--- config.mk ---
export PLATFORM = sky130hd
export DESIGN_NAME = u8cft_cell
export DESIGN_NICKNAME = d
export VERILOG_FILES = /design/src/sv/u8cft_pkg.sv /design/src/sv/u8cft_cell.sv
export SDC_FILE = /design/constraint.sdc
export NUM_CORES = 1
export LEC_CHECK = 0
export ABC_AREA = 1
export BUFFER_PORTS_ARGS = -buffer_cell sky130_fd_sc_hd__buf_2
export CAP_MARGIN = 20
export CORE_ASPECT_RATIO = 1.1
export CORE_MARGIN = 2
export CORE_UTILIZATION = 51
export DETAILED_ROUTE_END_ITERATION = 10
export GPL_ROUTABILITY_DRIVEN = 0
export GPL_TIMING_DRIVEN = 0
export PLACE_DENSITY = 0.83
export RECOVER_POWER = 50
export SLEW_MARGIN = 20
export SYNTH_ARGS = -nofsm -noshare
export SYNTH_HDL_FRONTEND = slang
export SYNTH_SLANG_ARGS = --single-unit
--- constraint.sdc ---
create_clock -name clk -period 2.8 [get_ports clk]
set_input_delay 0.14 -clock clk [delete_from_list [all_inputs] [get_ports clk]]
set_output_delay 0.14 -clock clk [all_outputs]
set_load 0.01 [all_outputs]
--- src/sv/u8cft_pkg.sv ---
`timescale 1ns / 1ps
// shared types, sizes and helpers for the utf-8 character frequency table
// no dependencies; imported by every module of the block
package u8cft_pkg;

  localparam int TABLE_ENTRIES = 256;
  localparam int COUNT_BITS    = 32;

  localparam int BYTES_W = 32;
  localparam int LEN_W   = 3;
  localparam int KEY_W   = BYTES_W + LEN_W;
  localparam int USED_W  = $clog2(TABLE_ENTRIES + 1);
  localparam int RANK_W  = 8;
  localparam int CMP_W   = (USED_W > RANK_W) ? USED_W : RANK_W;
  localparam int DIST_W  = 9;
  localparam int ECNT_W  = 32;

  typedef enum logic [1:0] {
    CMD_DATA  = 2'd0,
    CMD_FLUSH = 2'd1,
    CMD_READ  = 2'd2,
    CMD_CLEAR = 2'd3
  } cmd_t;

  typedef logic [KEY_W-1:0]      key_t;
  typedef logic [COUNT_BITS-1:0] count_t;

  // broadcast from the control side to every cell
  typedef struct packed {
    key_t key;
    logic cnt_en;   // a finished character is looked up this cycle
    logic ins_en;   // not found and room left: open a slot and insert
  } cell_op_t;

  function automatic logic [LEN_W-1:0] lead_length(input logic [7:0] b);
    logic [LEN_W-1:0] len;
    if ((b & 8'hE0) == 8'hC0) len = LEN_W'(2);
    else if ((b & 8'hF0) == 8'hE0) len = LEN_W'(3);
    else if ((b & 8'hF8) == 8'hF0) len = LEN_W'(4);
    else len = LEN_W'(1);
    return len;
  endfunction

  function automatic logic [ECNT_W-1:0] clamp_count(input count_t c);
    logic [63:0] w;
    logic [ECNT_W-1:0] res;
    w = 64'(c);
    if (w > 64'h0000_0000_FFFF_FFFF) res = '1;
    else res = w[ECNT_W-1:0];
    return res;
  endfunction

endpackage

--- src/sv/u8cft_cell.sv ---
`timescale 1ns / 1ps
// one table cell: holds a key and its count, compares against the broadcast key
// and takes its lower neighbor's entry when a slot opens below it; uses u8cft_pkg
module u8cft_cell
  import u8cft_pkg::*;
(
  input  logic     clk,
  input  logic     vld,        // this cell lies below the fill level
  input  cell_op_t op,
  input  logic     prev_lt,    // lower neighbor sorts before the new key
  input  key_t     prev_key,
  input  count_t   prev_count,
  output logic     lt,
  output logic     match,
  output key_t     key,
  output count_t   count
);

  key_t   key_r;
  count_t count_r;

  assign lt    = vld && (key_r < op.key);
  assign match = vld && (key_r == op.key);
  assign key   = key_r;
  assign count = count_r;

  always_ff @(posedge clk) begin
    if (op.cnt_en && match) begin
      if (count_r != '1) count_r <= count_r + COUNT_BITS'(1);
    end else if (op.ins_en && !lt) begin
      if (prev_lt) begin
        key_r   <= op.key;
        count_r <= COUNT_BITS'(1);
      end else begin
        key_r   <= prev_key;
        count_r <= prev_count;
      end
    end
  end

endmodule

==> impl_metrics.toml <==
[run_status]
run_status = "finished, final reports clean"

[place]
port_buffers = 175
dp.cells = 922
dp_hpwl_um = 11000

[worst_setup_path]
slowest_stage = "edfxtp_1"
path_cells = "ha_1 -> nand2_1 -> nor2_1 -> a21boi_0 -> nor2_1 -> nand2_1 -> nand2_1 -> nand2_1 -> nand2_1 -> inv_4"
ff2ff_setup_slack_ns = 0.27
critical_path_buf_inv_count = 1
worstSetupPathType = "reg -> reg"
critPathArrivalTime_ns = 2.52
cpPeakStageDelay_ns = 0.41
critPathLaunchType = "flip-flop"
path_delay_family = "simple AND/OR/NAND/NOR gates"
critPathCaptureType = "flip-flop"
cp_data_required_time_ns = 2.79
cp_max_fo = 35
critPathMostFrequentCell = "nand2_1"

[finish]
final_cells = 938
final_util_pct = 63.8
area_delta_synth_final_pct = 22.5
final_common_cell = "nand2_1"
layout_common_cells = "189 x nand2_1, 112 x buf_2, 76 x inv_1"
diodes = 0
drive_above_1_share_pct = 24.7
nets = 956

[clock_network]
cts_buffers = 9
cts-root-buf = "clkbuf_8"
clock-sinks = 67
cts-htree-levels = 3
holdBufCountCts = 0
cts_buffer_depth = 2
ctsResizeCount = 1
clock_latency_ns = 0.35
cts_tree = "done"
clkSlewWorstSetupHoldPaths_ns = 0.09
postCtsSetupBuffers = 0

[detailed_routing]
viasPerCell = 5.28
drcViolationCount = 0
routed_wl_um = 13800
first_pass_iters = 5
ant_nets = 0
drt_iter0_drc = 186
dr_total_vias = 4950
wire_per_inst_um = 14.8

[timing]
fin_crit_sh_pct = 90.4
rsz0062_at_grt = "no"
maxSlewViolCount = 0
setup_viol_count_final = 0
tightestPinTransition_ns = 0.805
relSlewSlack_pct = 46.3
post-route-min-period_ns = 2.53
max_clock_freq_mhz = 395
worst_clock_skew_ns = 0.0140
hold_viol = 0

[yosys]
seq_area_frac_synth_pct = 39.3
ys_types = 34
syn_inst = 627
synth_area_um2 = 5120
synth_edf_count = 67
syn-num-nets = 770
avgSynthCellArea_um2 = 8.17
ys_ff_latch = 67
synth_async_sr_flop_share_pct = 0
synth-main-ff-cell = "edfxtp_1"
ys_warn_count = 0

[global_route]
grt_pass1_vias = 4600
overflow = 0
grt_usage_pct = 25.4
grt_pass1_wl_um = 21400
antenna_found_initial = 1
grt_max_degree = 36

[floorplan]
die_y_um = 109
rows = 38
ios = 176
dieArea_um2 = 10900
start_util_pct = 52.0
core_um2 = 9840
dieWidth_um = 99.6

[run]
max-cap-violations = 0

[pwr]
power_density_nw_per_um2 = 429
leakagePower_nw = 2.87
ir_worst_vdd_v = 0.000201

[hold_path]
hold_class = "in -> reg"
-- layout make-up --
type | count | area [um2]
inverters | 80 | 303
plain buffers | 16 | 110
multi-input cells | 464 | 2720
flip-flops and latches | 67 | 2010
well taps | 120 | 150
repair buffers | 175 | 792
clock inverters | 6 | 65.1
clock buffers | 10 | 128
fillers | 899 | 3570
-- metrics by stage --
step / power [mW] / area [um2] / setup TNS (ns) / hold WS (ns) / setup WS (ns)
floorplan: 1.64 / 5120 / 0 / 0.319 / 0.134
global placement: 1.89 / 6150 / -18.55 / 0.405 / -0.374
detailed placement: 1.90 / 6150 / 0 / 0.410 / 0.000132
CTS: 2.72 / 6350 / 0 / 0.0480 / 0.171
global route: 2.82 / 6270 / 0 / 0.0522 / 0.0682
finish: 2.69 / 6270 / 0 / 0.0619 / 0.270
-- synth_stat cells (2+ instances only) --
master | number | area [um2]
a21oi_1 | 11 | 55.1
buf_2 | 5 | 25.0
buf_8 | 3 | 45.0
clkbuf_1 | 5 | 18.8
edfxtp_1 | 67 | 2010
ha_1 | 36 | 450
inv_1 | 76 | 285
inv_2 | 4 | 15.0
nand2_1 | 190 | 713
nand2_2 | 3 | 18.8
nand3_1 | 25 | 125
nand3_2 | 32 | 320
nand3b_1 | 3 | 22.5
nand4_1 | 11 | 68.8
nor2_1 | 47 | 176
nor2_2 | 6 | 37.5
nor2_4 | 3 | 33.8
nor3_1 | 14 | 70.1
nor3_2 | 2 | 20.0
o21ai_0 | 36 | 180
o21ai_2 | 16 | 140
xnor2_1 | 9 | 78.8
xor2_1 | 12 | 105
-- per-layer routing --
metal	vias up	wire length, um	GRT usage (%)
li1	2452	-	-
met1	2244	5310	28.7
met2	226	7110	47.5
met3	28	1070	4.55
met4	0	347	9.59
met5	-	0	0
-- logic make-up after synthesis --
group                      after synthesis  share of synthesized area (%)
xor gates and xnor gates                21                           3.59
AOI/OAI and AO/OA                       66                           7.77
and+or+nand+nor                        341                           32.5
DFF                                     67                           39.3
adders and majority gates               36                           8.79
buffers and inverters                   96                           8.04
-- state kept, by name, indices dropped and copies added (netlist names) --
register,cells
key,35
count,32
-- power breakdown --
part / switching [mW] / internal, mW / total (mW)
Combinational: 0.369 / 0.227 / 0.596
Sequential: 0.0686 / 1.20 / 1.27
Clock: 0.411 / 0.414 / 0.825
-- final timing paths --
check | from | depth (start not counted) | end
setup / recovery | key[18] | 10 | key[32]
hold reg to reg | count[10] | 2 | count[10]
hold / removal | prev_key[3] | 3 | key[3]
setup reg to reg | key[18] | 10 | key[32]
-- worst reg2reg max path: stages, from the launching register on --
cell and delay [ns]:
edfxtp_1 0.41, ha_1 0.34, nand2_1 0.12, nor2_1 0.16, a21boi_0 0.24, nor2_1 0.07
nand2_1 0.07, nand2_1 0.06, nand2_1 0.11, nand2_1 0.18, inv_4 0.39
No activity file was read; power rests on OpenSTA's default activity.
