<file path="src/sv/u8cft_pkg.sv">
`timescale 1ns / 1ps
// shared types, sizes and helpers for the utf-8 character frequency table
// no dependencies; imported by every module of the block
package u8cft_pkg;

  localparam int TABLE_ENTRIES = 256;
  localparam int COUNT_BITS    = 32;

  localparam int BYTES_W = 32;
  localparam int LEN_W   = 3;
  localparam int KEY_W   = BYTES_W + LEN_W;
  localparam int USED_W  = $clog2(TABLE_ENTRIES + 1);
  localparam int RANK_W  = 8;
  localparam int CMP_W   = (USED_W > RANK_W) ? USED_W : RANK_W;
  localparam int DIST_W  = 9;
  localparam int ECNT_W  = 32;

  typedef enum logic [1:0] {
    CMD_DATA  = 2'd0,
    CMD_FLUSH = 2'd1,
    CMD_READ  = 2'd2,
    CMD_CLEAR = 2'd3
  } cmd_t;

  typedef logic [KEY_W-1:0]      key_t;
  typedef logic [COUNT_BITS-1:0] count_t;

  // broadcast from the control side to every cell
  typedef struct packed {
    key_t key;
    logic cnt_en;   // a finished character is looked up this cycle
    logic ins_en;   // not found and room left: open a slot and insert
  } cell_op_t;

  function automatic logic [LEN_W-1:0] lead_length(input logic [7:0] b);
    logic [LEN_W-1:0] len;
    if ((b & 8'hE0) == 8'hC0) len = LEN_W'(2);
    else if ((b & 8'hF0) == 8'hE0) len = LEN_W'(3);
    else if ((b & 8'hF8) == 8'hF0) len = LEN_W'(4);
    else len = LEN_W'(1);
    return len;
  endfunction

  function automatic logic [ECNT_W-1:0] clamp_count(input count_t c);
    logic [63:0] w;
    logic [ECNT_W-1:0] res;
    w = 64'(c);
    if (w > 64'h0000_0000_FFFF_FFFF) res = '1;
    else res = w[ECNT_W-1:0];
    return res;
  endfunction

endpackage

</file>
<file path="src/sv/u8cft_asm.sv">
`timescale 1ns / 1ps
// character assembler: gathers stream bytes into one utf-8 character key
// depends on u8cft_pkg
module u8cft_asm
  import u8cft_pkg::*;
(
  input  logic       clk,
  input  logic       rst_n,
  input  logic       req,       // input request accepted this cycle
  input  cmd_t       cmd,
  input  logic [7:0] data_byte,
  output logic       cnt_en,    // a character is finished this cycle
  output key_t       key
);

  logic [BYTES_W-1:0] bytes_r, bytes_nxt, bytes_add;
  logic [LEN_W-1:0]   len_r, len_nxt, len_add;
  logic [LEN_W-1:0]   exp_r, exp_nxt, exp_add;
  logic [4:0]         sh;

  always_comb begin
    sh        = 5'd24 - 5'({len_r, 3'b000});
    bytes_add = '0;
    len_add   = len_r;
    exp_add   = exp_r;
    if (len_r == '0) begin
      exp_add   = lead_length(data_byte);
      bytes_add = {data_byte, 24'h0};
      len_add   = LEN_W'(1);
    end else begin
      bytes_add = bytes_r | (BYTES_W'(data_byte) << sh);
      len_add   = len_r + LEN_W'(1);
    end

    cnt_en    = 1'b0;
    key       = {bytes_r, len_r};
    bytes_nxt = bytes_r;
    len_nxt   = len_r;
    exp_nxt   = exp_r;
    if (req) begin
      case (cmd)
        CMD_DATA: begin
          key = {bytes_add, len_add};
          if (len_add >= exp_add) begin
            cnt_en    = 1'b1;
            bytes_nxt = '0;
            len_nxt   = '0;
            exp_nxt   = '0;
          end else begin
            bytes_nxt = bytes_add;
            len_nxt   = len_add;
            exp_nxt   = exp_add;
          end
        end
        CMD_FLUSH: begin
          if (len_r != '0) begin
            cnt_en    = 1'b1;
            bytes_nxt = '0;
            len_nxt   = '0;
            exp_nxt   = '0;
          end
        end
        default: ;
      endcase
    end
  end

  always_ff @(posedge clk) begin
    if (!rst_n) begin
      bytes_r <= '0;
      len_r   <= '0;
      exp_r   <= '0;
    end else begin
      bytes_r <= bytes_nxt;
      len_r   <= len_nxt;
      exp_r   <= exp_nxt;
    end
  end

endmodule

</file>
<file path="config.mk">
export PLATFORM = sky130hd
export DESIGN_NAME = u8cft_asm
export DESIGN_NICKNAME = d
export VERILOG_FILES = /design/src/sv/u8cft_pkg.sv /design/src/sv/u8cft_asm.sv
export SDC_FILE = /design/constraint.sdc
export NUM_CORES = 1
export LEC_CHECK = 0
export BUFFER_PORTS_ARGS = -buffer_cell sky130_fd_sc_hd__clkbuf_2
export CAP_MARGIN = 20
export CORE_MARGIN = 2
export CORE_UTILIZATION = 42
export CTS_CLUSTER_DIAMETER = 40
export DETAILED_ROUTE_END_ITERATION = 6
export GPL_TIMING_DRIVEN = 0
export PLACE_DENSITY = 0.65
export SLEW_MARGIN = 20
export SYNTH_ARGS = -nofsm -noshare
export SYNTH_HDL_FRONTEND = slang
export SYNTH_SLANG_ARGS = --single-unit
export TNS_END_PERCENT = 10
</file>
<file path="constraint.sdc">
create_clock -name clk -period 4.31 [get_ports clk]
set_clock_uncertainty 0.1 [all_clocks]
set_input_delay 0.862 -clock clk [delete_from_list [all_inputs] [get_ports clk]]
set_output_delay 0.862 -clock clk [all_outputs]
set_load 0.005 [all_outputs]
</file>
==> summary.md, run 1 <==
| Metric | Value |
|---|---|
| Status | finished clean |
| WS Path Type | register to output port |
| Drt total wl | around 5500 um |
| Overflow after GRT | 0 |
| Largest net degree at the start of global routing | 20 |
| CP max-delay cell | dfxtp_1 |
| Hold_sp | bytes_r[18]$_SDFFE_PN0P_ |
| Synth Area per Inst | 8.29 um^2 |
| CTS clk-pin slew, worst paths | 0.08 ns |
| ANT nets after route | 0 |
| Register share of total power | 44.3% |
| Vias in the first global route | ~1700 |
| Final nets | 309 |
| Vias | 1962 |
| GP Congestion | 0.824 |
| Syn nets | roughly 260 |
| Worst-skew pair later-pin latency | 0.29 ns |
| Highest Clock Rate | 0.247 GHz |
| Syn Inst Count | 239 |
| Die Span X | 72.7 um |
| RSZ-0062 raised after global routing | no |
| Worst r2r path cells | 13 |
| Remaining DRCs | 0 |
| Count of state elements after synthesis | 38 |
| Fin. Hold Viols | 0 |
| Endpoint type of the worst setup path | output port |
| R2R Setup Slk | ~0.87 ns |
| Sw frac | 23.6% |
| Post-CTS setup buffer count | 0 |
| Dpl ws | -0.191 ns |
| Path category of the worst min-delay check | register to register |
| CTS tree | yes |
| Row cnt | 24 |
| Setup ws final | roughly 0.25 ns |
| CP max stage delay | around 0.38 ns |
| CTS root buf | clkbuf_8 |
| 1st-pass router iterations | 4 |
| I/O Buffers | 46 |
| WP data required | 3.35 ns |
| Commonest non-fill, non-tap cell in the layout | nor2_1 |
| Design Power | 0.799 mW |
| Synth area leader | dfxtp_1 |
| R2r endpoint | bytes_r[22]$_SDFFE_PN0P_ |
| Share of cells above drive strength 1 | approximately a third |
| Comb power frac | about a tenth |
| Initial antenna violation count | 0 |
| Vias per std cell | 5.70 |
| Worst slew pin tran | 0.511 ns |
| Die Height | 72.7 um |
| Internal power | 0.610 mW |
| Slew Limit Fails | 0 |
| P_sw | 0.189 mW |
| Clock buffer depth | 2 |
| # diodes | 0 |
| First-pass GRT wire length | 8830 um |
| CTS Buf Count | 5 |
| Slew HR | 65.8% |
| CTS Sinks | 38 |
| Critical Path Fanout Max | 19 |
| Hold depth | 2 |
| Syn-to-layout area delta | 22.4% |
| Most frequent cells in the layout | 54 x nor2_1, 48 x clkbuf_2, 38 x dfxtp_1, 28 x a21oi_1, 25 x a31oi_1 |
| Drt wl/cell | 16.0 um |
| Final period utilization | 94.1% |
| Synth top area cells | dfxtp_1 38%, nor2_1 10%, a31oi_1 7.9%, a22o_2 7.6%, a21oi_1 7.1% |
| Final min period | between 4 and 5 ns |
| P per Cell Area | approximately 330 nW/um^2 |
| Total track usage | a little over a fifth |
| CP Launch Type | register |
| IO Count | 49 |
| Distinct cells, synth | 36 |
| Setup Viol. Count Final | 0 |
| Clock share of power | 46.0% |
| Sequential share of the synthesized area | 38.4% |
| Core ar. | about 4400 um^2 |
| 1st-iter DRT viols | 109 |
| DIE AREA | 5280 um^2 |
| Critical register-to-register path startpoint | len_r[1]$_SDFFE_PN0P_ |
| MaxCap Viol Count | 0 |
| Cell Chain, Critical Path | inv_1 > ha_1 > nor2b_4 > and3_1 > nor3b_1 > a21oi_1 > ha_1 > a21o_1 > a31oi_4 > buf_6 > a21oi_1 > clkbuf_2 |
| Hold endpoint | bytes_r[18]$_SDFFE_PN0P_ |
| VDD IR-drop max | between 0.2 and 0.25 mV |
| Starting Density | 44.6% |
| Dpl hpwl | 3930 um |
| Post-Syn Area | 1980 um^2 |
| Ys Warns | 0 |
| CTS H-tree depth | 2 |
| Yosys top cell area share | 38.4% |
| Arr. time, crit path | 3.09 ns |
| Leak | 1.13 nW |
## critical path: cells and delay by family (launching register included)
kind	cells	cell delay, ns
DFF	1	0.38
and+or+nand+nor	3	0.69
adders and majority gates	2	0.57
AOI/OAI and AO/OA	4	0.59
buffers and inverters	3	0.57
## registers in the layout, summed over array words and instances (netlist names)
signal   cells
exp_r        3
len_r        3
bytes_r     32
## logic make-up after synthesis
| kind of cell | share of synthesized area, % |
|---|---|
| mux | 0.505 |
| compound gates | 30.6 |
| flops | 38.4 |
| simple gates | 21.3 |
| buf+inv | 6.12 |
| fa+ha+maj | 3.16 |
## power by group through the flow
stage	combinational [mW]	sequential, mW	clock [mW]
6_report	0.0779	0.354	0.367
5_1_grt	0.0852	0.354	0.385
4_1_cts	0.0764	0.354	0.370
3_5_place_dp	0.0764	0.362	0
3_3_place_gp	0.0758	0.362	0
2_1_floorplan	0.0457	0.362	0
## synthesized netlist by cell type
library cell	number
a21o_1	1
a21oi_1	28
a22oi_1	1
nor3b_1	1
nand2_1	5
inv_1	6
clkbuf_2	1
or2_2	1
and3_1	11
nor2b_1	1
a22o_2	15
nor3_4	3
a22o_1	2
and2b_2	1
buf_6	2
a31oi_1	25
buf_1	1
nor2_1	54
ha_1	5
a21o_2	1
a21oi_4	1
buf_4	3
dfxtp_1	38
nand3_1	4
mux2i_1	1
o22ai_1	1
a31oi_4	1
a21boi_0	1
and2_1	1
a32o_1	2
nand2b_1	3
a32oi_2	1
or3b_1	1
o21ai_0	6
clkbuf_1	4
buf_2	6
## how the worst max path moves through the flow
stage,start,endpoint,slack [ns],cells after the start
2_1_floorplan,len_r[0]$_SDFFE_PN0P_,cnt_en,0.50,12
3_3_place_gp,len_r[0]$_SDFFE_PN0P_,cnt_en,-0.14,13
3_5_place_dp,len_r[0]$_SDFFE_PN0P_,cnt_en,-0.19,13
4_1_cts,len_r[0]$_SDFFE_PN0P_,cnt_en,0.06,11
5_1_grt,len_r[1]$_SDFFE_PN0P_,cnt_en,0.05,12
6_report,len_r[1]$_SDFFE_PN0P_,cnt_en,0.25,12
## routing by layer
metal | GRT usage (%) | vias up | part of all wire (%)
met5 | 0 | - | 0
met4 | 7.00 | 0 | 0.87
met3 | 4.01 | 4 | 7.9
met2 | 34.5 | 76 | 46
met1 | 30.6 | 913 | 45
li1 | - | 969 | -
## per-stage QoR
stage / util (%) / hold slack (ns) / area (um^2) / TNS (ns) / cells
2_1_floorplan: - / 0.338 / 1980 / 0 / 239
3_3_place_gp: 51.2 / 0.346 / 2280 / -0.142 / 337
3_5_place_dp: 51.2 / 0.356 / 2280 / -0.191 / 337
4_1_cts: 54.4 / 0.378 / 2420 / 0 / 344
5_1_grt: 54.6 / 0.396 / 2430 / 0 / 344
6_report: 54.6 / 0.374 / 2430 / 0 / 344
## timing repair
action                     4_1_cts  5_1_grt
pin swaps                        0        0
hold buffers                     0        0
gates resized for setup          2        5
hold endpoints to repair         0        0
setup endpoints to repair        1        1
## final cells by class
| type | instances | area, um^2 |
|---|---|---|
| Buffer | 16 | 103 |
| Clock buffer | 5 | 68.8 |
| Clock inverter | 3 | 68.8 |
| Fill cell | 443 | 2020 |
| Inverter | 6 | 22.5 |
| Multi-Input combinational cell | 178 | 1110 |
| Sequential cell | 38 | 761 |
| Tap cell | 52 | 65.1 |
| Timing Repair Buffer | 46 | 230 |
Power figures use the tool's default switching activity.
==> run 2, diff against run 1 <==
--- a/config.mk
+++ b/config.mk
@@ -10,3 +10,3 @@
 export CORE_MARGIN = 2
-export CORE_UTILIZATION = 42
+export CORE_UTILIZATION = 53
 export CTS_CLUSTER_DIAMETER = 40
@@ -14,3 +14,3 @@
 export GPL_TIMING_DRIVEN = 0
-export PLACE_DENSITY = 0.65
+export PLACE_DENSITY = 0.79
 export SLEW_MARGIN = 20
==> constraint.sdc (replaced) <==
create_clock -name clk -period 4.31 [get_ports clk]
set_clock_uncertainty 0.1 [all_clocks]
set_input_delay 0.6465 -clock clk [delete_from_list [all_inputs] [get_ports clk]]
set_output_delay 0.6465 -clock clk [all_outputs]
set_load 0.05 [all_outputs]
==> summary.md, run 2 (same netlist as run 1, synthesis figures left out) <==
| Metric | Value |
|---|---|
| Dpl hpwl | around 3800 um |
| Vias in the first global route | between 1500 and 2000 |
| CTS Buf Count | 5 |
| Highest Clock Rate | 0.245 GHz |
| P per Cell Area | about 320 nW/um^2 |
| Setup TNS Final | 0 ns |
| Critical Path Fanout Max | 19 |
| Fill count | 349 |
| WS Path Type | register to output port |
| Largest net degree at the start of global routing | 20 |
| IO Count | 49 |
| Setup Viol. Count Final | 0 |
| Leak | between 1 and 1.5 nW |
| I/O Buffers | 46 |
| 1st-iter DRT viols | 121 |
| Sw frac | 25.7% |
| Commonest non-fill, non-tap cell in the layout | nor2_1 |
| VDD IR-drop max | 0.275 mV |
| Max reg flops | 32 |
| 1st-pass router iterations | 4 |
| Finished Cell Area | 2390 um^2 |
| # hold bufs at CTS | 0 |
| GP Congestion | 0.886 |
| Most frequent cells in the layout | 54 x nor2_1, 47 x clkbuf_2, 38 x dfxtp_1, 28 x a21oi_1, 25 x a31oi_1 |
| Remaining DRCs | 0 |
| First-pass GRT wire length | 8760 um |
| Clock buffer depth | 2 |
| Register share of total power | 46.8% |
| Slew Limit Fails | 0 |
| Row cnt | 22 |
| DIE AREA | 4240 um^2 |
| Worst-skew pair later-pin latency | 0.30 ns |
| P_sw | around 0.19 mW |
| Path category of the worst min-delay check | register to register |
| Vias per std cell | ~5.9 |
| Die Span X | 65.2 um |
| Share of cells above drive strength 1 | about a third |
| Arr. time, crit path | ~3.3 ns |
| Drt total wl | 5320 um |
| Top Registers | bytes_r: 32 flops, exp_r: 3 flops, len_r: 3 flops |
| Overflow after GRT | 0 |
| ANT nets after route | 0 |
| Status | finished clean |
| Final nets | 309 |
| Slew HR | 63.8% |
| Fin. Hold Viols | 0 |
| CTS Sinks | 38 |
| Dpl ws | -0.0227 ns |
| CTS clk-pin slew, worst paths | 0.07 ns |
| Dpl cell area | around 2300 um^2 |
| Endpoint type of the worst setup path | output port |
| # diodes | 0 |
| Fin util | 65.8% |
| Initial antenna violation count | 0 |
| Final period utilization | 94.6% |
| Core ar. | ~3600 um^2 |
| Worst slew pin tran | 0.541 ns |
| MaxCap Viol Count | 0 |
| Comb power frac | 12.0% |
| Final min period | 4.08 ns |
| CP Launch Type | register |
| CTS H-tree depth | 2 |
| CTS tree | yes |
| Internal power | 0.562 mW |
| RSZ-0062 raised after global routing | no |
| Post-CTS setup buffer count | 0 |
| Largest reg by FF count | bytes_r |
| Starting Density | 54.5% |
| Drt wl/cell | 15.7 um |
| Vias | ~2000 |
| CTS root buf | clkbuf_8 |
| Syn-to-layout area delta | 20.6% |
| Setup ws final | 0.235 ns |
| Die Height | 65.2 um |
| Clock share of power | about 41% |
| WP data required | 3.56 ns |
| Total track usage | 27.0% |
==> run 2: final cells by class <==
cell class                      instances  area [um^2]  share of cell area, %
Sequential cell                        38          761                   31.8
Clock inverter                          1         30.0                   1.26
Buffer                                 16         97.6                   4.08
Clock buffer                            6         82.6                   3.45
Multi-Input combinational cell        178         1110                   46.3
Timing Repair Buffer                   46          230                   9.63
Tap cell                               48         60.1                   2.51
Inverter                                6         22.5                  0.942
==> run 2: repair_timing <==
item	in CTS	in global routing
cloned	0	0
setup endpoints to repair	1	1
resized for setup	1	3
pin swaps	0	0
==> run 2: worst paths after layout <==
check                           depth (start not counted)  slack, ns                     from                        to
worst max-delay path                                   11       0.23    len_r[0]$_SDFFE_PN0P_                    cnt_en
worst min-delay path                                    2       0.37  bytes_r[8]$_SDFFE_PN0P_   bytes_r[8]$_SDFFE_PN0P_
worst max register to register                         12       0.79    len_r[0]$_SDFFE_PN0P_  bytes_r[21]$_SDFFE_PN0P_
worst min register to register                          2       0.37  bytes_r[8]$_SDFFE_PN0P_   bytes_r[8]$_SDFFE_PN0P_
==> run 2: power groups by stage <==
stage	sequential (mW)	clock [mW]	combinational, mW
6_report	0.354	0.312	0.0909
5_1_grt	0.354	0.329	0.0980
4_1_cts	0.354	0.315	0.0894
3_5_place_dp	0.362	0	0.0893
3_3_place_gp	0.362	0	0.0884
2_1_floorplan	0.362	0	0.0607
==> run 2: per-layer routing <==
layer | track usage [%] | vias up | wire length, um | part of all wire, %
li1 | - | 972 | - | -
met1 | 35.4 | 942 | 2230 | 42
met2 | 43.7 | 84 | 2550 | 48
met3 | 6.51 | 15 | 438 | 8.2
met4 | 9.64 | 0 | 97 | 1.8
met5 | 0 | - | 0 | 0
==> run 2: critical path, cell delays in order, from the launching register on <==
cell      delay (ns)
dfxtp_1         0.49
inv_2           0.15
ha_1            0.25
nand2b_1        0.25
clkbuf_1        0.36
a21oi_1         0.13
ha_1            0.34
a21o_1          0.20
a31oi_4         0.22
buf_4           0.29
a21oi_1         0.10
clkbuf_2        0.24
==> run 2: through the flow <==
step,hold WS (ns),cells,power [mW]
2_1_floorplan,0.338,239,0.422
3_3_place_gp,0.347,333,0.450
3_5_place_dp,0.358,333,0.451
4_1_cts,0.374,339,0.758
5_1_grt,0.389,339,0.781
6_report,0.369,339,0.757
==> run 3, diff against run 2 <==
- CORE_ASPECT_RATIO: default -> 1.5
==> summary.md, run 3 (same netlist as run 1, synthesis figures left out) <==
| Metric | Value |
|---|---|
| Remaining DRCs | 0 |
| Final nets | 309 |
| Final period utilization | 93.1% |
| WP data required | 3.56 ns |
| CTS H-tree depth | 2 |
| Final min period | approximately 4 ns |
| Endpoint type of the worst setup path | output port |
| I/O Buffers | 46 |
| 1st-pass router iterations | 4 |
| CTS clk-pin slew, worst paths | 0.07 ns |
| Worst slew pin tran | 0.551 ns |
| GP Congestion | 0.873 |
| Commonest non-fill, non-tap cell in the layout | nor2_1 |
| Drt wl/cell | 16.3 um |
| Clock buffer depth | 2 |
| Comb power frac | 13.5% |
| Setup Viol. Count Final | 0 |
| Most frequent cells in the layout | 54 x nor2_1, 47 x clkbuf_2, 38 x dfxtp_1, 28 x a21oi_1, 25 x a31oi_1 |
| Total track usage | 28.1% |
| Vias in the first global route | 1843 |
| Fin. Hold Viols | 0 |
| Vias | 2003 |
| # hold bufs at CTS | 0 |
| Highest Clock Rate | 0.249 GHz |
| Initial antenna violation count | 0 |
| RSZ-0062 raised after global routing | no |
| CTS Buf Count | 5 |
| IO Count | between 40 and 50 |
| Starting Density | 54.8% |
| Die Span X | 53.9 um |
| P_sw | about 0.19 mW |
| Worst-skew pair later-pin latency | 0.29 ns |
| Status | finished clean |
| ANT nets after route | 0 |
| Row cnt | 27 |
| Largest reg by FF count | bytes_r |
| Arr. time, crit path | 3.27 ns |
| Top Registers | bytes_r: 32 flops, exp_r: 3 flops, len_r: 3 flops |
| CP Launch Type | register |
| Slew Limit Fails | 0 |
| Overflow after GRT | 0 |
| Area of the multi-input gates | approximately 1100 um^2 |
| CTS Sinks | 38 |
| Sw frac | around 28% |
| Syn-to-layout area delta | 18.4% |
| Internal power | just under 0.5 mW |
| Leak | 1.09 nW |
| First-pass GRT wire length | 8760 um |
| P per Cell Area | between 200 and 300 nW/um^2 |
| VDD IR-drop max | 0.338 mV |
| Path category of the worst min-delay check | register to register |
| Vias per std cell | ~6 |
| MaxCap Viol Count | 0 |
| Fill count | between 300 and 400 |
| CTS tree | yes |
| 1st-iter DRT viols | 59 |
| Register share of total power | 51.9% |
| Setup TNS Final | 0 ns |
| Dpl hpwl | 4010 um |
| Critical Path Fanout Max | 19 |
| Die Height | 78.9 um |
| Core ar. | ~3600 um^2 |
| Max reg flops | 32 |
| Largest net degree at the start of global routing | 20 |
| Design Power | 0.682 mW |
| # diodes | 0 |
| Drt total wl | 5460 um |
| Slew HR | 63.1% |
| CTS root buf | clkbuf_8 |
| Share of cells above drive strength 1 | a little under a third |
| DIE AREA | 4250 um^2 |
| Clock share of power | 34.5% |
| Sequential cell area | 761 um^2 |
| WS Path Type | register to output port |
[run 3: changes by cell type in the layout (fill, tap and decap cells not counted)]
cell / before / now
buf_4: 4 / 3
buf_6: 2 / 3
bufinv_16: 1 / 0
clkbuf_1: 4 / 6
clkbuf_8: 6 / 5
nor3b_1: 0 / 1
nor3b_2: 1 / 0
[run 3: path summary, 6_finish.rpt]
check	from	to	slack, ns	depth (start not counted)
max reg2reg	len_r[1]$_SDFFE_PN0P_	bytes_r[19]$_SDFFE_PN0P_	0.83	13
max	len_r[1]$_SDFFE_PN0P_	cnt_en	0.30	12
min	bytes_r[9]$_SDFFE_PN0P_	bytes_r[9]$_SDFFE_PN0P_	0.37	2
min reg2reg	bytes_r[9]$_SDFFE_PN0P_	bytes_r[9]$_SDFFE_PN0P_	0.37	2
[run 3: routing by layer]
| layer | wire length (um) | share of wire (%) | GRT usage (%) |
|---|---|---|---|
| met1 | 2080 | 38 | 32.3 |
| met5 | 0 | 0 | 0 |
| met3 | 276 | 5.1 | 5.45 |
| met2 | 2860 | 52 | 47.8 |
| met4 | 234 | 4.3 | 13.6 |
[run 3: timing repair]
item	4_1_cts	5_1_grt
gates resized for setup	1	3
setup buffers	0	0
setup endpoints to repair	1	1
[run 3: layout make-up]
type | count | area share (%)
buffer | 16 | 4.32
clock buffer | 7 | 3.25
inverter | 6 | 0.959
multi-input combinational | 178 | 47.0
sequential | 38 | 32.4
tap | 43 | 2.29
timing repair buffer | 46 | 9.81
[run 3: worst max-delay path, stage by stage, from the launching register on]
cell,delay (ns)
dfxtp_1,0.37
inv_1,0.21
ha_1,0.22
nor2b_2,0.28
and3_1,0.23
nor3b_1,0.25
a21oi_1,0.08
ha_1,0.33
a21o_1,0.19
a31oi_4,0.23
buf_6,0.23
a21oi_1,0.09
clkbuf_2,0.24
[run 3: per-stage QoR]
step / utilization (%) / setup slack, ns / hold WS, ns / instances / cell area, um^2
after global routing: 64.9 / 0.0513 / 0.397 / 334 / 2350
after global placement: 62.7 / -0.0273 / 0.347 / 328 / 2270
after detailed placement: 62.7 / -0.0287 / 0.356 / 328 / 2270
after floorplan: - / 0.295 / 0.338 / 239 / 1980
after CTS: 64.8 / 0.0540 / 0.373 / 334 / 2340
final: 64.9 / 0.295 / 0.371 / 334 / 2350
[run 3: power groups by stage]
stage               registers [mW]  clock network (mW)  logic, mW
floorplan                    0.362                   0     0.0607
global placement             0.362                   0     0.0891
detailed placement           0.362                   0     0.0902
CTS                          0.354               0.237     0.0901
global route                 0.354               0.248     0.0981
finish                       0.354               0.235     0.0922
